===== src/rtl/qdc_fifo.sv =====
// ----------------------------------------------------------------------------
// qdc_fifo
// Small register queue, used between front and back end and on the output.
// ----------------------------------------------------------------------------
`default_nettype none

module qdc_fifo #(
  parameter type T     = logic,
  parameter int  DEPTH = 4
) (
  input  logic clk,
  input  logic rst_n,
  input  logic push,
  input  T     din,
  output logic full,
  input  logic pop,
  output T     dout,
  output logic empty
);

  localparam int AW = (DEPTH > 1) ? $clog2(DEPTH) : 1;
  localparam int CW = $clog2(DEPTH + 1);

  T                mem [DEPTH];
  logic [AW-1:0]   wr_ptr_r, rd_ptr_r;
  logic [CW-1:0]   count_r;
  logic            do_push, do_pop;

  assign full    = (count_r == CW'(DEPTH));
  assign empty   = (count_r == '0);
  assign do_push = push & ~full;
  assign do_pop  = pop & ~empty;
  assign dout    = mem[rd_ptr_r];

  always_ff @(posedge clk) begin
    if (do_push) begin
      mem[wr_ptr_r] <= din;
    end
  end

  always_ff @(posedge clk) begin
    if (!rst_n) begin
      wr_ptr_r <= '0;
      rd_ptr_r <= '0;
      count_r  <= '0;
    end else begin
      if (do_push) begin
        wr_ptr_r <= (wr_ptr_r == AW'(DEPTH - 1)) ? '0 : wr_ptr_r + 1'b1;
      end
      if (do_pop) begin
        rd_ptr_r <= (rd_ptr_r == AW'(DEPTH - 1)) ? '0 : rd_ptr_r + 1'b1;
      end
      if (do_push && !do_pop) begin
        count_r <= count_r + 1'b1;
      end else if (do_pop && !do_push) begin
        count_r <= count_r - 1'b1;
      end
    end
  end

endmodule

`default_nettype wire


===== config.mk =====
export PLATFORM = sky130hd
export DESIGN_NAME = qdc_fifo
export DESIGN_NICKNAME = d
export VERILOG_FILES = /design/src/rtl/qdc_fifo.sv
export SDC_FILE = /design/constraint.sdc
export NUM_CORES = 1
export LEC_CHECK = 0
export BUFFER_PORTS_ARGS = -buffer_cell sky130_fd_sc_hd__buf_2
export CAP_MARGIN = 40
export CORE_MARGIN = 2
export CORE_UTILIZATION = 47
export DETAILED_ROUTE_END_ITERATION = 8
export PLACE_DENSITY = 0.8
export SETUP_SLACK_MARGIN = 0.1
export SYNTH_ARGS = -nofsm -noshare
export SYNTH_HDL_FRONTEND = slang
export SYNTH_SLANG_ARGS = --single-unit
export TNS_END_PERCENT = 10

===== constraint.sdc =====
create_clock -name clk -period 2.4 [get_ports clk]
set_clock_uncertainty 0.2 [all_clocks]
set_input_delay 0 -clock clk [delete_from_list [all_inputs] [get_ports clk]]
set_output_delay 0 -clock clk [all_outputs]
set_load 0.1 [all_outputs]

==> flow_summary.ini <==
[outcome]
status = finished, final reports clean

[timing]
hold_violations = 0
finalMaxSlewViolations = 0
period_share_pct = 90.05
fmax_ghz = 0.4627
rsz0062_at_grt = false
worst_pin_slew_ns = 0.4864
fin_crit_ns = 2.161
setup_viol_count_final = 0
finalSetupTns_ns = 0
relSlewSlack_pct = 67.80

[pwr]
ir_drop_mv = 0.6888
internal-power_mw = 0.5043
power.share.clock_pct = 14.1
swShare_pct = 44.19
p_leak_nw = 0.3175
power_switching_mw = 0.3993
power_frac_comb_pct = 48.1
power_mw = 0.9036
pwr-share-seq_pct = 37.8
p_per_area_mw_per_mm2 = 1182

[flow_run]
drv_cap = 0

[synthesis]
ys_seq_area_share_pct = 48.19
synth_area_per_cell_sq_um = 11.13
syn_area_sq_um = 623.1
ys_seq_elements = 13
synth_cell_type_count = 22
syn_inst = 56
synthesis.nets = 68
ys_warn_count = 0

[global_route]
grt_pass1_wl_mm = 1.538
first_global_vias = 384
grt_usage_pct = 15.52
grt_start_max_net_pins = 12
antenna_found_initial = 0
overflow = 0

[critical_path]
end_kind = flop
crit_type = flop to flop
crit_required_ns = 2.39
arrival_ns = 2.15
r2r_slack_ns = 0.24
crit_fanout = 5
cp-start-kind = flop

[clocking]
clock_sinks = 13
clk_pin_slew_ns = 0.07
clkLatencyLatePin_ns = 0.27
cts_made_buffers = 3
root_buffer = clkbuf_4
htreeDepth = 1
clockBufferDepth = 2
tritoncts = yes

[route]
wl_per_cell_um = 10.88
routed.top_layer = met4
wl_met2_um = 467
met1_length_um = 407
drt-vias-per-instance = 4.952
antenna_left = 0
dr_wl_met3_um = 31
vias = 416
firstDrtPassIters = 3
drtIter0Drc = 3
wl_um = 914
drc = 0

[die]
die_w_um = 40.41
io_pins = 8
core_area_sq_mm = 0.001269
dieArea_sq_mm = 0.001633
die_h_um = 40.41
initial_core_util_pct = 49.11
rows = 13

[finish]
mostFrequentLayoutCell = buf_2
final_cell_mix = 7 x buf_2, 6 x nand2_1, 6 x dfxtp_1, 5 x and2_1, 5 x ha_1
insertedDiodeCount = 0
finish.net_count = 82
drive_gt1_share_pct = 31.88
fin_cells = 84
areaGrowthSynthToFinish_pct = 22.69
fin_util_pct = 60.26

[worst_hold_path]
min_path_type = input port to flop

[placement]
io_buffers = 7
dpl.cell_count = 78
gp_congestion = 0.7428
dpl.hpwl_um = 742.5
## cell usage after synthesis
master | n | area, sq um
fa_1 | 1 | 20.02
nor2b_1 | 2 | 12.51
o21ai_0 | 3 | 15.01
edfxtp_1 | 4 | 120.1
inv_1 | 3 | 11.26
nor2_1 | 2 | 7.510
nor3_1 | 1 | 5.000
xor2_1 | 1 | 8.760
o31ai_1 | 1 | 7.510
nand2_1 | 6 | 22.52
or3_1 | 1 | 6.260
and2_1 | 5 | 31.28
dfxtp_1 | 9 | 180.2
clkbuf_1 | 1 | 3.750
xnor2_1 | 1 | 8.760
buf_2 | 1 | 5.000
nor3b_2 | 1 | 12.51
nand3_1 | 2 | 10.01
ha_1 | 6 | 75.07
a21boi_0 | 1 | 7.510
mux4_2 | 1 | 22.52
mux2i_1 | 3 | 30.03
## through the flow
stage               area (sq um)  setup WS [ns]  hold slack (ns)
detailed placement         710.7         0.1252          0.03009
CTS                        757.0         0.1092          0.05323
global placement           710.7         0.1782          0.02296
finish                     764.5         0.2387          0.01243
global route               764.5         0.1011          0.04041
floorplan                  653.1        -0.2459          -0.1011
## worst max-delay path: stages (launching register included)
cell	delay (ns)
dfxtp_2	0.36
o31ai_2	0.34
ha_4	0.19
inv_2	0.04
fa_2	0.38
xor2_1	0.15
or3_1	0.30
a21boi_1	0.13
## area by class of cell
cell class	count	area, sq um
repair buffers	11	70.07
flip-flops and latches	13	306.5
well taps	15	18.77
inverters	3	11.26
fillers	103	504.2
multi-input cells	38	331.6
clock buffers	4	26.28
## timing repair
action                     in CTS  in global routing
hold endpoints to repair       13                  0
buffers inserted                0                  0
resized for setup               0                  2
setup endpoints to repair       0                  1
hold buffers                    2                  0
## metal layers
metal	up-vias	GRT usage, %
met4	0	7.500
met5	-	0
met2	5	26.19
met1	194	15.31
met3	2	8.333
li1	215	-
## power by group through the flow
stage,clock [mW],sequential (mW),combinational [mW]
after floorplan,0,0.333,0.366
after global placement,0,0.342,0.421
after detailed placement,0,0.346,0.432
after CTS,0.135,0.341,0.435
after global routing,0.144,0.350,0.477
final,0.128,0.342,0.434
## worst paths after layout
check                      to        start  depth (start not counted)
setup / recovery   count_r[2]   count_r[1]                          7
hold / removal    rd_ptr_r[0]          pop                          4
setup reg to reg   count_r[2]   count_r[1]                          7
hold reg to reg   wr_ptr_r[1]  wr_ptr_r[1]                          2
## cell families after synthesis
family                     after synthesis  share of synthesized area (%)
xor gates and xnor gates                 2                          2.812
buffers and inverters                    5                          3.211
DFF                                     13                          48.19
muxes                                    4                          8.434
adders and majority gates                7                          15.26
and+or+nand+nor                         20                          17.27
AOI/OAI and AO/OA                        5                          4.819
(Power assumes the default switching activity.)
