**src/rtl/qdc_pkg.sv**
```systemverilog
// ----------------------------------------------------------------------------
// qdc_pkg
// Types and constants shared by the readout-word stream parser.
// ----------------------------------------------------------------------------
`default_nettype none

package qdc_pkg;

  // Parser phase
  typedef enum logic [1:0] {
    PH_HEADER = 2'd0,
    PH_DATA   = 2'd1,
    PH_EOB    = 2'd2
  } phase_t;

  // Command passed from the front end to the back end
  typedef enum logic [2:0] {
    OP_HDR  = 3'd0,
    OP_DATA = 3'd1,
    OP_EOB  = 3'd2,
    OP_ERR  = 3'd3,
    OP_QRY  = 3'd4
  } op_t;

  // Result kinds as seen on the output
  typedef enum logic [2:0] {
    K_HDR  = 3'd0,
    K_DATA = 3'd1,
    K_EOB  = 3'd2,
    K_SEL  = 3'd3,
    K_ERR  = 3'd4,
    K_QRY  = 3'd5
  } kind_t;

  // Back end sequencer
  typedef enum logic [2:0] {
    B_CLR  = 3'd0,
    B_IDLE = 3'd1,
    B_RD   = 3'd2,
    B_MEM  = 3'd3,
    B_EMIT = 3'd4,
    B_SCAN = 3'd5,
    B_SEL  = 3'd6
  } bst_t;

  // Register indexes
  localparam logic [2:0] REG_TYPE_MASK  = 3'd0;
  localparam logic [2:0] REG_HEADER_TAG = 3'd1;
  localparam logic [2:0] REG_DATA_TAG   = 3'd2;
  localparam logic [2:0] REG_END_TAG    = 3'd3;
  localparam logic [2:0] REG_FILLER_TAG = 3'd4;
  localparam logic [2:0] REG_SIXTEEN    = 3'd5;
  localparam logic [2:0] REG_SEL_MASK   = 3'd6;

  localparam logic [15:0] VALUE_ABSENT = 16'hFFFF;

  typedef struct packed {
    logic [31:0] type_mask;
    logic [31:0] header_tag;
    logic [31:0] data_tag;
    logic [31:0] end_tag;
    logic [31:0] filler_tag;
    logic        sixteen;
    logic [31:0] sel_mask;
  } cfg_t;

  typedef struct packed {
    op_t         op;
    logic [5:0]  ch;
    logic [11:0] val;
    logic [23:0] evn;
    logic [31:0] events;
  } cmd_t;

  typedef struct packed {
    kind_t       kind;
    logic [4:0]  channel;
    logic [15:0] value;
    logic [23:0] event_number;
    logic [31:0] events_seen;
    logic [31:0] bin_count;
    logic [31:0] hit_count;
    logic        last;
  } res_t;

endpackage

`default_nettype wire

```
**src/rtl/qdc_front.sv**
```systemverilog
// ----------------------------------------------------------------------------
// qdc_front
// Accepts words, runs the header / data / end-of-block parser and queues
// commands for the back end.
// ----------------------------------------------------------------------------
`default_nettype none

module qdc_front #(
  parameter int CHANNELS = 32
) (
  input  logic          clk,
  input  logic          rst_n,
  input  logic          push,
  output logic          full,
  input  logic          mode,
  input  logic [31:0]   word,
  input  logic [4:0]    query_channel,
  input  logic [11:0]   query_bin,
  input  qdc_pkg::cfg_t cfg,
  input  logic          clr_busy,
  output logic          cmd_push,
  output qdc_pkg::cmd_t cmd,
  input  logic          cmd_full
);
  import qdc_pkg::*;

  phase_t      phase_r, phase_nxt;
  logic [5:0]  exp_r, exp_nxt;
  logic [5:0]  pos_r, pos_nxt;
  logic [31:0] total_r, total_nxt;
  logic        acc;
  logic [31:0] wtype;
  logic [5:0]  ch6;

  assign full  = cmd_full | clr_busy;
  assign acc   = push & ~full;
  assign wtype = word & cfg.type_mask;
  assign ch6   = cfg.sixteen ? word[22:17] : word[21:16];

  always_comb begin
    phase_nxt  = phase_r;
    exp_nxt    = exp_r;
    pos_nxt    = pos_r;
    total_nxt  = total_r;
    cmd_push   = 1'b0;
    cmd.op     = OP_ERR;
    cmd.ch     = '0;
    cmd.val    = '0;
    cmd.evn    = '0;
    cmd.events = total_r;
    if (acc) begin
      if (mode) begin
        cmd_push = 1'b1;
        cmd.op   = OP_QRY;
        cmd.ch   = {1'b0, query_channel};
        cmd.val  = query_bin;
      end else if (wtype == cfg.filler_tag) begin
        cmd_push = 1'b0;
      end else begin
        case (phase_r)
          PH_DATA: begin
            if (wtype != cfg.data_tag) begin
              phase_nxt = PH_HEADER;
              cmd_push  = 1'b1;
            end else begin
              // out-of-range channels still count toward the event length
              if (ch6 < 6'(CHANNELS)) begin
                cmd_push = 1'b1;
                cmd.op   = OP_DATA;
                cmd.ch   = ch6;
                cmd.val  = word[11:0];
              end
              if (pos_r == exp_r - 6'd1) begin
                phase_nxt = PH_EOB;
              end
              pos_nxt = pos_r + 6'd1;
            end
          end
          PH_EOB: begin
            phase_nxt = PH_HEADER;
            cmd_push  = 1'b1;
            if (wtype == cfg.end_tag) begin
              cmd.op  = OP_EOB;
              cmd.evn = word[23:0];
            end
          end
          default: begin
            phase_nxt = PH_HEADER;
            cmd_push  = 1'b1;
            if (wtype == cfg.header_tag) begin
              exp_nxt    = word[13:8];
              pos_nxt    = '0;
              total_nxt  = total_r + 32'd1;
              phase_nxt  = (word[13:8] != 6'd0) ? PH_DATA : PH_EOB;
              cmd.op     = OP_HDR;
              cmd.events = total_r + 32'd1;
            end
          end
        endcase
      end
    end
  end

  always_ff @(posedge clk) begin
    if (!rst_n) begin
      phase_r <= PH_HEADER;
      exp_r   <= '0;
      pos_r   <= '0;
      total_r <= '0;
    end else begin
      phase_r <= phase_nxt;
      exp_r   <= exp_nxt;
      pos_r   <= pos_nxt;
      total_r <= total_nxt;
    end
  end

endmodule

`default_nettype wire

```
**config.mk**
```make
export PLATFORM = sky130hd
export DESIGN_NAME = qdc_front
export DESIGN_NICKNAME = d
export VERILOG_FILES = /design/src/rtl/qdc_pkg.sv /design/src/rtl/qdc_front.sv
export SDC_FILE = /design/constraint.sdc
export NUM_CORES = 1
export LEC_CHECK = 0
export BUFFER_PORTS_ARGS = -buffer_cell sky130_fd_sc_hd__buf_2
export CORE_MARGIN = 2
export CORE_UTILIZATION = 35
export DETAILED_ROUTE_END_ITERATION = 8
export PLACE_DENSITY = 0.7
export SLEW_MARGIN = 30
export SYNTH_ARGS = -nofsm -noshare
export SYNTH_HDL_FRONTEND = slang
export SYNTH_SLANG_ARGS = --single-unit
```
**constraint.sdc**
```tcl
create_clock -name clk -period 2.85 [get_ports clk]
set_clock_uncertainty 0.05 [all_clocks]
set_input_delay 0.1425 -clock clk [delete_from_list [all_inputs] [get_ports clk]]
set_output_delay 0.1425 -clock clk [all_outputs]
set_load 0.01 [all_outputs]
```
==> results by group <==
Floorplan
  – Die Wd: ~130 um
  – Die height: roughly 130 um
  – Die outline area: around 16000 um^2
  – Standard-cell rows: 45
  – Initial Utilization: 35.4%
  – CORE AREA: 15000 um^2
  – Io pins: roughly 330

Worst hold path
  – Hold wc startpoint: word[9]
  – Worst min path class: in -> reg
  – Worst hold endpoint: exp_r[1]$_SDFFE_PN0P_
  – Hold Path Depth: 4

STA
  – WHS: approximately 240 ps
  – Fin Setup TNS: 0 ps
  – Hold Vio Cnt, Final: 0
  – Final setup violation count: 0
  – Min setup slack post-route: 45.3 ps
  – Unrepaired setup endpoints after global routing: yes
  – Final period utilization: between 90% and 100%
  – Slew HR: about half
  – Min cycle time layout: about 2800 ps
  – Final Max Tran Viols: 0
  – Slew at the pin closest to its max-slew limit: about 780 ps
  – FMAX: 357 MHz

Global routing
  – First-pass GRT wire length: 34.2 mm
  – Grt ovf: 0
  – Number of global-route vias before repair: roughly 6600
  – GR Util All Layers: 26.7%
  – Largest net degree at the start of global routing: 47
  – Initial antenna violation count: 6

Logic synthesis
  – Synth async-reset ratio: 0%
  – Syn Nets: between 1000 and 1500
  – Top FF cell, synth: dfxtp_1
  – Post-synthesis sequential area ratio: around 17%
  – Post-synth EDFFs: 0
  – Post-Synthesis Cells: around 760
  – YS warnings: 0
  – Mapped Avg Cell Area: between 7 and 8 um^2
  – Post-synthesis register bit count: between 40 and 50
  – Synthesized cell area: around 5300 um^2
  – Synth unique cells: 49

Worst setup path
  – CP startpoint kind: input pin
  – Crit Path Class: in -> out
  – R2r worst-path depth: 8
  – Sequence of cells on the critical path: buf_4, a21oi_4, o22ai_4, or4_4, or4_4, buf_8, nor4_4, buf_4, nand3_2, xnor2_1, buf_2
  – Reg-to-reg critical path startpoint: total_r[16]$_SDFFE_PN0P_
  – Critical path buffers and inverters: 4
  – WP data required: 2660 ps
  – Reg-to-reg endpoint: total_r[30]$_SDFFE_PN0P_
  – CP endpoint kind: primary output
  – Max incr delay on CP: approximately 560 ps
  – WP data arrival: ~2600 ps
  – Slowest CP cell: or4_4
  – Crit path max-delay family: simple AND/OR/NAND/NOR gates
  – Crit path max fanout: 8
  – R2r setup slk: between 500 and 600 ps

Clocking
  – CTS root buffer: clkbuf_16
  – Clock sinks: 46
  – Cts hold-fix bufs: 0
  – CTS buffer count: 5
  – Clock latency on the worst-skew pair: around 280 ps
  – CTS HTree Levels: 2
  – Clock buffer depth: 2
  – CTS tree: yes
  – Clock Pin Slew Worst Setup and Hold Paths: 60 ps

Routing
  – Vias per cell: about 5.6
  – Final wirelength: about 23 mm
  – DRC errors left: 0
  – Initial DRC Count: between 500 and 600
  – Wire length per cell: 17.5 um
  – Via Count: approximately 7400
  – Pre-antenna DRT Iters: 5
  – DRT antenna net count: 0

Pwr
  – Leak: around 4.2 nW
  – Power Total: roughly 1.9 mW
  – Power density over the cells: 226 nW/um^2
  – Maximum VDD drop: 195 uV

Placement
  – Setup WS pre-CTS: -114 ps
  – # port buffers: 293
  – Detailed placer's ending HPWL: 19.1 mm
  – GP Congestion: 0.957

Finish
  – Area growth, synth to finish: 54.3%
  – Reg area: approximately 900 um^2
  – Share of cells above drive strength 1: 42.5%
  – Filler instances: around 1500
  – Area of the multi-input gates: between 4000 and 5000 um^2
  – Finished Core Util: a little over half
  – Number of nets in the layout: roughly 1400

Status
  – Status: completed

Run
  – Max Cap Viol: 0
[cells in the mapped netlist, types with 3 or more instances]
| cell | number | share of area, % |
|---|---|---|
| buf_2 | 11 | 1.0 |
| a21oi_1 | 144 | 14 |
| o22ai_1 | 64 | 7.5 |
| mux2_2 | 6 | 1.3 |
| ha_1 | 5 | 1.2 |
| and3_1 | 140 | 16 |
| nand2_1 | 38 | 2.7 |
| and4_1 | 7 | 1.2 |
| and2_1 | 36 | 4.2 |
| nand3_1 | 13 | 1.2 |
| nor3_1 | 3 | 0.28 |
| or4_1 | 13 | 1.8 |
| inv_1 | 12 | 0.85 |
| or3_1 | 5 | 0.59 |
| nand3_2 | 5 | 0.94 |
| xor2_1 | 5 | 0.82 |
| buf_1 | 3 | 0.21 |
| xnor2_1 | 25 | 4.1 |
| mux2i_1 | 26 | 4.9 |
| buf_4 | 3 | 0.42 |
| nor4_1 | 18 | 2.1 |
| clkbuf_1 | 26 | 1.8 |
| nand2b_1 | 16 | 1.9 |
| dfxtp_1 | 46 | 17 |
| nor2_1 | 17 | 1.2 |
| a22o_1 | 18 | 3.0 |
| o21ai_0 | 10 | 0.94 |
| nand4_1 | 13 | 1.5 |
[cells in the final DEF (no fill, tap or decap), types with 6 or more instances in the layout]
master	synthesis	layout
and4_1	7	6
a21oi_2	0	14
dfxtp_1	46	44
o22ai_1	64	58
and2_1	36	36
and3_4	0	11
mux2i_1	26	26
nand3_1	13	11
o21ai_0	10	10
buf_4	3	121
nand4_1	13	13
nand2_1	38	38
nand3_2	5	7
nor2_1	17	17
nor4_1	18	16
nand2b_1	16	16
inv_1	12	12
a21oi_1	144	128
and3_1	140	128
buf_6	0	8
a22o_1	18	18
or4_1	13	8
buf_2	11	276
xnor2_1	25	25
[routing by layer]
| metal | track usage [%] | share of wire (%) | vias up |
|---|---|---|---|
| met5 | 0 | 0.12 | - |
| met4 | 9.11 | 3.6 | 4 |
| met3 | 5.49 | 6.7 | 52 |
| met2 | 48.7 | 50 | 257 |
| met1 | 31.0 | 40 | 3465 |
| li1 | - | - | 3658 |
[power breakdown]
group          internal [mW]  total (mW)  leakage, nW  switching [mW]
sequential             0.643       0.643        0.371        0.000283
clock                  0.317       0.560       0.0694           0.243
combinational          0.322       0.650         3.80           0.329
[final cells by class]
cell class,count,share of cell area (%)
clock buffers,5,1.52
well taps,188,2.86
diodes,2,0.0609
repair buffers,408,29.7
flip-flops and latches,46,11.2
multi-input cells,656,53.9
clock inverters,2,0.122
inverters,13,0.594
[flip-flops by register name, indices dropped and copies added, names as in the netlist]
signal	count
exp_r	6
pos_r	6
total_r	32
phase_r	2
[repair_timing]
| item | CTS | global route |
|---|---|---|
| setup endpoints to repair | 14 | 44 |
| resized for setup | 19 | 61 |
| pin swaps | 6 | 13 |
| gates cloned | 0 | 0 |
| buffers inserted | 2 | 1 |
[tightest hold or removal path, stage by stage]
cell and delay [ps]:
buf_2 110, buf_4 140, mux2i_1 70, nor2_1 70
[worst max path at each step]
stage                        start       to  depth (start not counted)
final                     cfg[187]   cmd[8]                         11
after global routing      cfg[168]   cmd[8]                         11
after CTS                 word[10]  cmd[26]                         10
after detailed placement   word[2]  cmd[17]                         11
after global placement     word[2]  cmd[17]                         11
after floorplan           word[18]  cmd[17]                          9
[cell families (layout without fill, tap and decap cells)]
| family | after synthesis | count (layout) | share of synthesized area, % |
|---|---|---|---|
| buffers and inverters | 56 | 428 | 4.42 |
| muxes | 32 | 32 | 6.16 |
| DFF | 46 | 46 | 17.3 |
| AOI/OAI and AO/OA | 252 | 252 | 27.4 |
| xor gates and xnor gates | 30 | 30 | 4.94 |
| and+or+nand+nor | 336 | 336 | 38.5 |
| other | 1 | 3 | 0.0705 |
| adders and majority gates | 5 | 5 | 1.18 |
[through the flow]
stage / std cells / area [um^2]
6_report: 1320 / 8210
5_1_grt: 1320 / 8210
4_1_cts: 1317 / 7950
3_5_place_dp: 1308 / 7710
3_3_place_gp: 1308 / 7710
2_1_floorplan: 758 / 5320
Note: power is estimated with default switching activity, not from simulation.
